==> config.mk <==
export PLATFORM = sky130hd
export DESIGN_NAME = dual_echo_pulse_ranger
export DESIGN_NICKNAME = d
export VERILOG_FILES = /design/src/hdl/dep_pkg.sv /design/src/hdl/dual_echo_pulse_ranger.sv
export SDC_FILE = /design/constraint.sdc
export NUM_CORES = 1
export LEC_CHECK = 0
export BUFFER_PORTS_ARGS = -buffer_cell sky130_fd_sc_hd__buf_2
export CAP_MARGIN = 20
export CORE_MARGIN = 4
export CORE_UTILIZATION = 65
export CTS_BUF_LIST = sky130_fd_sc_hd__clkbuf_2 sky130_fd_sc_hd__clkbuf_4 sky130_fd_sc_hd__clkbuf_8
export DETAILED_ROUTE_END_ITERATION = 8
export GPL_ROUTABILITY_DRIVEN = 0
export PLACE_DENSITY_LB_ADDON = 0.3
export SLEW_MARGIN = 20
export SYNTH_ARGS = -nofsm -noshare
export SYNTH_HDL_FRONTEND = slang
export SYNTH_SLANG_ARGS = --single-unit
==> constraint.sdc <==
create_clock -name clk -period 7.3 [get_ports clk]
set_clock_uncertainty 0.1 [all_clocks]
set_input_delay 0.73 -clock clk [delete_from_list [all_inputs] [get_ports clk]]
set_output_delay 0.73 -clock clk [all_outputs]
set_load 0.005 [all_outputs]
==> src/hdl/dep_pkg.sv <==
// ----------------------------------------------------------------------------
// dep_pkg: shared types and constants of the dual echo pulse ranger
// Request mode codes, channel state limits and the divide-by-1000 constants.
// ----------------------------------------------------------------------------
package dep_pkg;

	// Request mode codes
	typedef enum logic [1:0] {
		MODE_EVENT = 2'd0,
		MODE_RD0   = 2'd1,
		MODE_RD1   = 2'd2,
		MODE_NONE  = 2'd3
	} mode_t;

	// Channels that have capture inputs on the ports
	localparam int unsigned IN_CH        = 2;
	localparam int unsigned CHANNELS_DEF = 2;

	// Read mode that selects each port channel
	localparam mode_t RD_MODE [IN_CH] = '{MODE_RD0, MODE_RD1};

	localparam int unsigned CNT_W   = 16;
	localparam int unsigned OVF_W   = 6;
	localparam int unsigned TICKS_W = OVF_W + CNT_W;   // overflow count : end count
	localparam int unsigned X_W     = TICKS_W + 5;     // ticks * 17

	localparam logic [CNT_W-1:0] NO_ECHO_RST = 16'd10000;
	localparam logic [OVF_W-1:0] OVF_MAX     = 6'h3F;
	localparam logic [CNT_W-1:0] END_TIMEOUT = 16'hFFFF;
	localparam logic [CNT_W-1:0] LEN_MAX     = 16'hFFFF;

	// floor(x / 1000) = floor((x >> 3) * DIV_MAGIC >> DIV_SHIFT), exact for x < 2^27
	localparam int unsigned      DQ_W      = X_W - 3;  // x / 8
	localparam int unsigned      MAGIC_W   = 25;
	localparam int unsigned      PROD_W    = DQ_W + MAGIC_W;
	localparam int unsigned      DIV_SHIFT = 31;
	localparam logic [MAGIC_W-1:0] DIV_MAGIC = 25'd17179870;
	localparam int unsigned      Q_W       = PROD_W - DIV_SHIFT;

endpackage

==> src/hdl/dual_echo_pulse_ranger.sv <==
// ----------------------------------------------------------------------------
// dual_echo_pulse_ranger: two-channel ultrasonic echo pulse-width meter
// Tracks rising/falling captures and timer overflows per channel; a read
// request returns the pulse length in centimeters and clears the channel.
// ----------------------------------------------------------------------------
// Stages: channel state updates at acceptance, and the result then passes
//   stage 1 and stage 2. Throughput: one request per cycle unless stalled;
//   the centimeter scaling (one constant multiply) runs in the second stage.
// Reset: arst_n clears channel state and both stage valids, and loads
//   no_echo_length with 10000.
module dual_echo_pulse_ranger #(
	parameter int unsigned CHANNELS = dep_pkg::CHANNELS_DEF
) (
	input  logic        clk,
	input  logic        arst_n,
	// configuration write
	input  logic        cfg_valid,
	output logic        cfg_ready,
	input  logic [15:0] cfg_data,
	// request channel
	input  logic        in_valid,
	output logic        in_ready,
	input  logic [1:0]  mode,
	input  logic        overflow,
	input  logic        capture_ch0,
	input  logic        capture_ch1,
	input  logic [15:0] captured_count_ch0,
	input  logic [15:0] captured_count_ch1,
	// result channel
	output logic        out_valid,
	input  logic        out_ready,
	output logic        is_read,
	output logic [15:0] length_cm,
	output logic        echo_seen,
	output logic        falling_armed_ch0,
	output logic        falling_armed_ch1
);

	localparam int unsigned CW = dep_pkg::CNT_W;
	localparam int unsigned OW = dep_pkg::OVF_W;
	localparam int unsigned TW = dep_pkg::TICKS_W;
	localparam int unsigned XW = dep_pkg::X_W;
	localparam int unsigned NI = dep_pkg::IN_CH;

	// handshake
	logic in_fire;
	logic s1_en;
	logic s2_en;
	logic ev;
	logic rd_any;

	// configuration register
	logic [CW-1:0] no_echo_q;

	// channel state
	logic          done_q [CHANNELS];
	logic          high_q [CHANNELS];
	logic [OW-1:0] ocnt_q [CHANNELS];
	logic [CW-1:0] endc_q [CHANNELS];
	logic          fall_q [CHANNELS];

	// per-channel read snapshot and next polarity
	logic [CHANNELS-1:0] rd_done;
	logic [TW-1:0]       rd_ticks [CHANNELS];
	logic [CHANNELS-1:0] fall_nxt;
	logic [NI-1:0]       fall_port;

	logic [NI-1:0]       cap_v;
	logic [CW-1:0]       val_v [NI];

	// read result ahead of scaling
	logic          seen_c;
	logic [TW-1:0] ticks_c;
	logic [XW-1:0] x_c;

	// stage 1
	logic          vld_s1;
	logic          is_read_s1;
	logic          seen_s1;
	logic [XW-1:0] x_s1;
	logic [NI-1:0] fall_s1;

	// scaling
	logic [dep_pkg::PROD_W-1:0] prod;
	logic [dep_pkg::Q_W-1:0]    quo;
	logic [CW-1:0]              len_c;

	// stage 2 (result register)
	logic          vld_s2;
	logic          is_read_s2;
	logic          seen_s2;
	logic [CW-1:0] len_s2;
	logic [NI-1:0] fall_s2;

	assign cap_v    = {capture_ch1, capture_ch0};
	assign val_v[0] = captured_count_ch0;
	assign val_v[1] = captured_count_ch1;

	// Pipeline flow control: each stage moves when the one after it frees up
	assign s2_en    = !vld_s2 || out_ready;
	assign s1_en    = !vld_s1 || s2_en;
	assign in_ready = s1_en;
	assign in_fire  = in_valid && in_ready;
	assign ev       = in_fire && (mode == dep_pkg::MODE_EVENT);
	assign rd_any   = (mode == dep_pkg::MODE_RD0) || (mode == dep_pkg::MODE_RD1);

	// Configuration register, always ready
	assign cfg_ready = 1'b1;

	always_ff @(posedge clk or negedge arst_n) begin
		if (!arst_n) begin
			no_echo_q <= dep_pkg::NO_ECHO_RST;
		end else if (cfg_valid && cfg_ready) begin
			no_echo_q <= cfg_data;
		end
	end

	// Per-channel pulse tracking
	for (genvar c = 0; c < CHANNELS; c++) begin : g_ch
		logic          cap;
		logic [CW-1:0] val;
		logic          rd;
		logic          done_n;
		logic          high_n;
		logic [OW-1:0] ocnt_n;
		logic [CW-1:0] endc_n;
		logic          fall_n;

		if (c < NI) begin : g_port
			assign cap = cap_v[c];
			assign val = val_v[c];
			assign rd  = in_fire && (mode == dep_pkg::RD_MODE[c]);
		end else begin : g_noport
			// channel without inputs: never sees events or reads
			assign cap = 1'b0;
			assign val = '0;
			assign rd  = 1'b0;
		end

		// event update, overflow before capture, then read clear
		always_comb begin
			done_n = done_q[c];
			high_n = high_q[c];
			ocnt_n = ocnt_q[c];
			endc_n = endc_q[c];
			fall_n = fall_q[c];
			if (ev && !done_q[c]) begin
				if (overflow && high_q[c]) begin
					if (ocnt_q[c] == dep_pkg::OVF_MAX) begin
						done_n = 1'b1;
						endc_n = dep_pkg::END_TIMEOUT;
					end else begin
						ocnt_n = ocnt_q[c] + OW'(1);
					end
				end
				if (cap) begin
					if (high_q[c]) begin
						// falling edge ends the pulse; overrides a timeout value
						done_n = 1'b1;
						endc_n = val;
						fall_n = 1'b0;
					end else begin
						// rising edge starts a pulse
						done_n = 1'b0;
						high_n = 1'b1;
						ocnt_n = '0;
						endc_n = '0;
						fall_n = 1'b1;
					end
				end
			end
			if (rd) begin
				done_n = 1'b0;
				high_n = 1'b0;
				ocnt_n = '0;
			end
		end

		always_ff @(posedge clk or negedge arst_n) begin
			if (!arst_n) begin
				done_q[c] <= 1'b0;
				high_q[c] <= 1'b0;
				ocnt_q[c] <= '0;
				endc_q[c] <= '0;
				fall_q[c] <= 1'b0;
			end else begin
				done_q[c] <= done_n;
				high_q[c] <= high_n;
				ocnt_q[c] <= ocnt_n;
				endc_q[c] <= endc_n;
				fall_q[c] <= fall_n;
			end
		end

		assign rd_done[c]  = rd && done_q[c];
		assign rd_ticks[c] = rd_done[c] ? {ocnt_q[c], endc_q[c]} : '0;
		assign fall_nxt[c] = fall_n;
	end

	// Polarity outputs; a channel beyond CHANNELS reads as rising
	for (genvar p = 0; p < NI; p++) begin : g_pol
		if (p < CHANNELS) begin : g_have
			assign fall_port[p] = fall_nxt[p];
		end else begin : g_miss
			assign fall_port[p] = 1'b0;
		end
	end

	// Collect the read channel's snapshot and form ticks * 17
	always_comb begin
		ticks_c = '0;
		for (int unsigned k = 0; k < CHANNELS; k++) begin
			ticks_c = ticks_c | rd_ticks[k];
		end
		seen_c = |rd_done;
		x_c    = {1'b0, ticks_c, 4'b0000} + {5'b00000, ticks_c};
	end

	// Stage 1 register
	always_ff @(posedge clk or negedge arst_n) begin
		if (!arst_n) begin
			vld_s1 <= 1'b0;
		end else if (s1_en) begin
			vld_s1 <= in_fire;
		end
	end

	always_ff @(posedge clk) begin
		if (in_fire) begin
			is_read_s1 <= rd_any;
			seen_s1    <= seen_c;
			x_s1       <= x_c;
			fall_s1    <= fall_port;
		end
	end

	// Divide by 1000 via reciprocal multiply, then saturate and select
	always_comb begin
		prod = {{dep_pkg::MAGIC_W{1'b0}}, x_s1[XW-1:3]}
		     * {{dep_pkg::DQ_W{1'b0}}, dep_pkg::DIV_MAGIC};
		quo  = prod[dep_pkg::PROD_W-1:dep_pkg::DIV_SHIFT];
		if (!is_read_s1) begin
			len_c = '0;
		end else if (!seen_s1) begin
			len_c = no_echo_q;
		end else if (quo > {{(dep_pkg::Q_W-CW){1'b0}}, dep_pkg::LEN_MAX}) begin
			len_c = dep_pkg::LEN_MAX;
		end else begin
			len_c = quo[CW-1:0];
		end
	end

	// Stage 2 register, drives the result port
	always_ff @(posedge clk or negedge arst_n) begin
		if (!arst_n) begin
			vld_s2 <= 1'b0;
		end else if (s2_en) begin
			vld_s2 <= vld_s1;
		end
	end

	always_ff @(posedge clk) begin
		if (s2_en && vld_s1) begin
			is_read_s2 <= is_read_s1;
			seen_s2    <= seen_s1;
			len_s2     <= len_c;
			fall_s2    <= fall_s1;
		end
	end

	assign out_valid         = vld_s2;
	assign is_read           = is_read_s2;
	assign length_cm         = len_s2;
	assign echo_seen         = seen_s2;
	assign falling_armed_ch0 = fall_s2[0];
	assign falling_armed_ch1 = fall_s2[1];

endmodule

==> parameters.txt, run 1 <==
Parameter                              Value

Flow run
  Number of maximum-capacitance violations ... 0

Finish
  Final core occ ... 0.720
  Share of final-layout standard cells stronger than drive strength 1 ... 0.110
  Total non-filler cell area in the finished layout ... 15900 um^2
  Area growth, synth to finish ... 8.26%
  Number of fillers in the final layout ... 1575
  Final antenna diode count ... 0
  Fin nets ... 2078

Floorplan
  Horiz. Die Dim ... 158 um
  Core box area ... 22000 um^2
  Die outline area ... 25000 um^2
  Ports placed on the boundary ... about 80
  Floorplan die height ... 158 um
  Initial Util ... 0.665
  Site row count ... 54

Logic synthesis
  Post-synth top flop ... dfrtp_1
  Cell taking the most area after synthesis ... fa_1
  Post-synthesis net count ... roughly 2000
  Library cells used by synthesis ... 63
  Fraction of registers with async set or reset after synthesis ... 0.586
  Area contributors post-synth ... fa_1, ha_1, dfrtp_1
  YS warnings ... 0
  Post-Synthesis Mean Instance Area ... about 10 um^2
  Most frequently used cell type in the post-synthesis netlist ... inv_1
  Top-area cell type share of the netlist area ... 0.241
  Number of enable-type register cells in the synthesized netlist ... 48
  Part of the Yosys area used for sequential elements ... 0.215
  Top cells by count, synth ... inv_1, ha_1, fa_1, nor2_1, a21oi_1
  Synth Instances ... 1468
  Number of storage elements in the synthesis netlist ... 116
  Post-Synthesis Cell Area ... 14600 um^2

Timing
  Setup repair after global routing missed its margin ... no
  Achievable frequency ... 145 MHz
  Total of endpoints with negative setup slack in the final report ... 0
  Fin Setup TNS ... 0 ps
  Count of final max-slew check failures ... 0
  Slew Limit Headroom ... 0.406
  Tmin final ... 6890 ps
  Hold Violations, Final ... 0
  Final cycle utilization of the critical path ... 0.944
  Pin slew with the least headroom to its limit ... 891 ps
  Final-layout worst hold slack ... 332 ps

Setup path
  Signal arrival time at the worst endpoint ... 6960 ps
  R2R Path End ... length_cm[15]
  Critical register-to-register path startpoint ... x_s1[22]
  Worst setup slack for register-to-register paths ... 410 ps
  CP Class ... flip-flop to flip-flop
  CP required ... about 7400 ps
  Element type at the critical path end ... flip-flop
  Biggest fanout along the worst timing path ... 15
  Kind of start point of the critical path ... flip-flop
  Reg2Reg Depth ... 21

CTS
  Number of buffers created by CTS ... 17
  H-tree levels ... 4
  CTS tree ... built
  Number of buffers between clock root and the deepest sink ... 2
  Clock-pin transition on the worst setup and hold timing paths ... approximately 70 ps
  Clk root buf ... clkbuf_8
  Sink count of the clock tree ... between 100 and 150
  Clock latency on the worst-skew pair ... about 450 ps
  Post-CTS Hold Buffers ... 0

Routing
  Post-route ant nets ... 0
  DRC marker count from the first detailed-route iteration ... 547
  Final routed wirelength across all metal layers ... between 30000 and 40000 um
  Detail-routed net length per standard cell ... 16.5 um
  Remaining design rule violation count ... 0
  Number of vias per cell after detailed routing ... about 5.6
  Number of vias after detailed routing ... 10420
  Initial DRT Pass Iterations ... 5

Power
  Total power after layout ... 5.48 mW
  Power Dens Cells ... about 350 nW/um^2
  P_leak ... between 8 and 9 nW
  Worst VDD drop ... 0.000281 V

GRT
  Largest net degree at the start of global routing ... 69
  Vias in the first global route ... ~11000
  Number of antenna violations at the first check in global routing ... 0
  Global-route wire length before repair ... 52600 um
  Total GRT Usage ... 0.263
  Total grt overflow ... 0

Worst hold path
  Source of the worst hold timing path ... fall_s1[0]
  Endpoint, Worst Hold ... fall_s2[0]
  Worst hold path class ... flip-flop to flip-flop
  Hold path depth ... 0

Place
  Buffers on Ports ... 79
  DPL Wire Length ... 25500 um
  Instance area after placement ... 15500 um^2

Run status
  Status ... completed
[cell families after synthesis]
group | after synthesis | synth area share
mux | 18 | 0.0137
simple gates | 221 | 0.0690
other cells | 1 | 0.000256
flops | 116 | 0.215
fa+ha+maj | 454 | 0.478
xor+xnor | 29 | 0.0173
buf+inv | 401 | 0.103
compound gates | 228 | 0.104
[flip-flops by register name, indices dropped and copies added (netlist names)]
register,flops
fall_s1,2
seen_s1,1
ocnt_q,12
out_valid,1
length_cm,16
vld_s1,1
fall_s2,2
endc_q,32
echo_seen,1
x_s1,24
is_read_s1,1
done_q,2
high_q,2
no_echo_q,16
fall_q,2
is_read,1
[worst max-delay path: stages (launching register included)]
cell       delay [ps]
edfxtp_1          490
fa_1              570
inv_1              60
fa_1              480
inv_1              40
ha_1              280
fa_1              530
fa_1              440
fa_1              550
inv_1              60
fa_1              530
inv_1              40
ha_1              330
a2111oi_2         340
o21ai_0           130
a21oi_1           230
o31a_1            330
a21oi_4           110
o21a_4            250
a21oi_1           210
o221a_4           370
o211ai_1          150
[timing repair]
action	in CTS	in global routing
gates resized for setup	0	1
setup endpoints to repair	0	1
buffers inserted	0	2
endpoints found under the hold margin	0	0
[final cells by class]
cell class                      count  area, um^2  share of cell area
Clock buffer                       17         234              0.0148
Multi-Input combinational cell    951       10000               0.631
Sequential cell                   116        3150               0.199
Inverter                          374        1400              0.0885
Tap cell                          280         350              0.0221
Clock inverter                     15         123             0.00773
Timing Repair Buffer              106         598              0.0377
[how the worst max path moves through the flow]
stage / startpoint / end / slack (ps) / cells after the start
after CTS: x_s1[20] / length_cm[15] / 330 / 21
after global routing: x_s1[21] / length_cm[15] / 40 / 22
final: x_s1[22] / length_cm[15] / 410 / 21
after floorplan: x_s1[22] / length_cm[10] / 860 / 21
after detailed placement: x_s1[20] / length_cm[15] / 350 / 21
after global placement: x_s1[22] / length_cm[6] / 520 / 21
[per-layer routing]
metal  GRT usage  vias to the layer above  share of wire
met2       0.448                      286           0.49
met5           0                        -              0
met3      0.0328                       67          0.047
met1       0.353                     5102           0.43
li1            -                     4965              -
met4      0.0857                        0          0.032
[where the power goes]
group / switching (mW) / total [mW] / leakage, nW / internal, mW
Sequential: 0.114 / 0.924 / 1.29 / 0.810
Combinational: 2.29 / 4.02 / 7.07 / 1.73
Clock: 0.299 / 0.543 / 0.182 / 0.244
Total: 2.70 / 5.48 / 8.54 / 2.78
[metrics by stage]
stage / instances / setup WS [ps]
after CTS: 1857 / 331
after detailed placement: 1825 / 354
final: 1859 / 412
after floorplan: 1468 / 857
after global placement: 1825 / 521
after global routing: 1859 / 37.5
[layout by cell type, fill, tap and decap left out, types with 4 or more instances in the layout]
| master | n |
|---|---|
| buf_4 | 27 |
| nor3_1 | 13 |
| buf_2 | 79 |
| and2_1 | 6 |
| o211ai_1 | 9 |
| o21ai_0 | 39 |
| inv_1 | 374 |
| nand2b_1 | 8 |
| clkbuf_8 | 17 |
| a21o_1 | 18 |
| dfstp_2 | 5 |
| fa_1 | 176 |
| dfrtp_1 | 63 |
| o21a_1 | 6 |
| mux2_2 | 16 |
| ha_1 | 278 |
| a22o_1 | 21 |
| nor2b_1 | 7 |
| nand4_1 | 4 |
| xnor2_1 | 21 |
| nand2_1 | 49 |
| or3_1 | 4 |
| xor2_1 | 8 |
| a31oi_1 | 9 |
| and3_1 | 12 |
| o21bai_1 | 5 |
| inv_6 | 6 |
| nor2_1 | 92 |
| nand3_1 | 15 |
| a211oi_1 | 5 |
| a21oi_1 | 81 |
| edfxtp_1 | 48 |
Note: power is estimated with default switching activity, not from simulation.
==> inputs of run 2 (changes only) <==
--- a/config.mk
+++ b/config.mk
@@ -8,11 +8,12 @@
 export BUFFER_PORTS_ARGS = -buffer_cell sky130_fd_sc_hd__buf_2
 export CAP_MARGIN = 20
 export CORE_MARGIN = 4
-export CORE_UTILIZATION = 65
+export CORE_UTILIZATION = 60
 export CTS_BUF_LIST = sky130_fd_sc_hd__clkbuf_2 sky130_fd_sc_hd__clkbuf_4 sky130_fd_sc_hd__clkbuf_8
 export DETAILED_ROUTE_END_ITERATION = 8
 export GPL_ROUTABILITY_DRIVEN = 0
 export PLACE_DENSITY_LB_ADDON = 0.3
+export SKIP_LAST_GASP = 1
 export SLEW_MARGIN = 20
 export SYNTH_ARGS = -nofsm -noshare
 export SYNTH_HDL_FRONTEND = slang
==> parameters.txt, run 2 (synthesis gave the netlist of run 1 again) <==
Parameter                              Value

Routing
  Detail-routed net length per standard cell ... 15.8 um (-4.2%)
  Post-route ant nets ... 0 (unchanged)
  Remaining design rule violation count ... 0 (unchanged)
  Number of vias after detailed routing ... 10162 (-2.5%)
  Final routed wirelength across all metal layers ... 29900 um (-2.5%)
  Initial DRT Pass Iterations ... 5 (unchanged)
  Number of vias per cell after detailed routing ... 5.37 (-4.2%)
  DRC marker count from the first detailed-route iteration ... 473 (-14%)

Run status
  Status ... completed

Floorplan
  Die outline area ... 27000 um^2 (+7.9%)
  Core box area ... 23800 um^2 (+7.8%)
  Initial Util ... 0.617 (-0.0483)
  Floorplan die height ... 164 um (+3.9%)
  Site row count ... 56 (+3.7%)
  Ports placed on the boundary ... 81 (unchanged)
  Horiz. Die Dim ... 164 um (+3.9%)

Setup path
  Kind of start point of the critical path ... flip-flop
  Signal arrival time at the worst endpoint ... 7020 ps (+60 ps)
  Biggest fanout along the worst timing path ... 15 (unchanged)
  Worst Path Buf+Inv ... 4 (unchanged)
  Worst setup slack for register-to-register paths ... 340 ps (-70 ps)
  Top cell by count, worst path ... fa_1
  R2R Path End ... length_cm[15]
  Reg2Reg Depth ... 21 (unchanged)
  CP Class ... flip-flop to flip-flop
  CP required ... 7360 ps (-20 ps)
  Highest-delay cell along the critical path ... edfxtp_1
  Top delay family on crit path ... adder cells
  Element type at the critical path end ... flip-flop
  Worst setup path start ... x_s1[25]
  Cell breakdown of the critical path ... fa_1 > inv_1 > fa_1 > inv_1 > ha_1 > fa_1 > fa_1 > fa_1 > inv_1 > fa_1 > inv_1 > ha_1 > a21oi_1 > o21ai_0 > a221oi_1 > o31a_1 > a21oi_4 > o21a_4 > a21oi_1 > o221a_2 > o211ai_1
  Critical register-to-register path startpoint ... x_s1[25]
  Max incr delay on CP ... 640 ps (+70 ps)

GRT
  Number of antenna violations at the first check in global routing ... 0 (unchanged)
  Global-route wire length before repair ... 51400 um (-2.2%)
  Largest net degree at the start of global routing ... 69 (unchanged)
  Total GRT Usage ... 0.238 (-0.0255)
  Total grt overflow ... 0 (unchanged)
  Vias in the first global route ... 10688 (-3.6%)

Finish
  Fin nets ... 2072 (-0.29%)
  Most frequent cells in the layout ... inv_1, ha_1, fa_1
  Number of fillers in the final layout ... 1853 (+18%)
  Total non-filler cell area in the finished layout ... 15900 um^2 (+0.43%)
  Share of final-layout standard cells stronger than drive strength 1 ... 0.107 (-0.00276)
  Sequential cell area ... 3150 um^2 (unchanged)
  Final antenna diode count ... 0 (unchanged)
  Area taken by multi-input logic gates ... 10000 um^2 (about the same)
  Most common cell after layout, fill and taps aside ... inv_1
  Area growth, synth to finish ... 8.73%
  Largest register by flop count ... endc_q
  Largest register FFs ... 32 (unchanged)
  Largest registers ... endc_q: 32 flops, x_s1: 24 flops

Place
  Buffers on Ports ... 79 (unchanged)
  Worst setup slack before clock tree synthesis ... 322 ps (-32.9 ps)
  DPL Wire Length ... 25000 um (-2.0%)
  Instance area after placement ... 15500 um^2 (+0.15%)

Timing
  Tmin final ... 6960 ps (+70.3 ps)
  Pin slew with the least headroom to its limit ... 932 ps (+41.3 ps)
  Fin Setup TNS ... 0 ps (unchanged)
  Total of endpoints with negative setup slack in the final report ... 0 (unchanged)
  Final cycle utilization of the critical path ... 0.953 (+0.00963)
  Achievable frequency ... 144 MHz (-1.0%)
  Count of final max-slew check failures ... 0 (unchanged)
  Setup repair after global routing missed its margin ... no
  Hold Violations, Final ... 0 (unchanged)
  Slew Limit Headroom ... 0.379 (-0.0275)
  Post-layout worst setup margin ... 341 ps (-70.3 ps)

CTS
  Number of buffers created by CTS ... 17 (unchanged)
  Clk root buf ... clkbuf_8
  Clock latency on the worst-skew pair ... 430 ps (-20 ps)
  Number of buffers between clock root and the deepest sink ... 2 (unchanged)
  Post-CTS Hold Buffers ... 0 (unchanged)
  CTS tree ... built
  Sink count of the clock tree ... 116 (unchanged)
  Number of buffers inserted to repair setup after CTS ... 0 (unchanged)
  Number of gates given a new drive strength after cts ... 0 (unchanged)
  H-tree levels ... 4 (unchanged)
  Clock-pin transition on the worst setup and hold timing paths ... 80 ps (about the same)

Power
  P_leak ... 8.55 nW (about the same)
  Worst VDD drop ... 0.000313 V (+11%)
  Power Dens Cells ... 348 nW/um^2 (+0.65%)

Worst hold path
  Worst hold path class ... flip-flop to flip-flop
  Endpoint, Worst Hold ... fall_s2[0]
  Hold path depth ... 0 (unchanged)
  Source of the worst hold timing path ... fall_s1[0]

Flow run
  Number of maximum-capacitance violations ... 0 (unchanged)
run 2: worst max path at each step:
stage                                to  cells past startpoint
after floorplan           length_cm[10]                     21
after global placement    length_cm[15]                     21
after detailed placement  length_cm[15]                     21
after CTS                 length_cm[15]                     21
after global routing      length_cm[15]                     21
final                     length_cm[15]                     21
run 2: layer usage:
metal	up-vias	wire length, um	track usage
met5	-	0	0
met4	0	457	0.0530
met3	37	1140	0.0304
met2	228	15000	0.410
met1	4939	13400	0.323
li1	4958	-	-
run 2: cell type report:
cell class                 instances  area share
tap                              319      0.0251
sequential                       116       0.198
inverter                         374      0.0881
multi-input combinational        951       0.628
clock inverter                    15      0.0120
clock buffer                      17      0.0147
timing repair buffer             100      0.0347
run 2: through the flow:
| step | util | hold WS [ps] | power (mW) | std cells |
|---|---|---|---|---|
| after floorplan | - | 300 | 3.92 | 1468 |
| after global placement | 0.653 | 309 | 4.74 | 1860 |
| after detailed placement | 0.653 | 307 | 4.92 | 1860 |
| after CTS | 0.671 | 337 | 5.61 | 1892 |
| after global routing | 0.671 | 356 | 6.28 | 1892 |
| final | 0.671 | 334 | 5.54 | 1892 |
run 2: power by group:
part	leakage (nW)	switching, mW	internal [mW]
sequential	1.29	0.120	0.810
clock	0.219	0.299	0.348
combinational	7.04	2.25	1.71
run 2: worst reg2reg max path, cell delays in order, from the launching register on:
cell	delay, ps
edfxtp_1	640
fa_1	610
inv_1	50
fa_1	470
inv_1	40
ha_1	290
fa_1	530
fa_1	450
fa_1	550
inv_1	50
fa_1	520
inv_1	40
ha_1	340
a21oi_1	150
o21ai_0	110
a221oi_1	280
o31a_1	350
a21oi_4	110
o21a_4	250
a21oi_1	170
o221a_2	440
o211ai_1	160
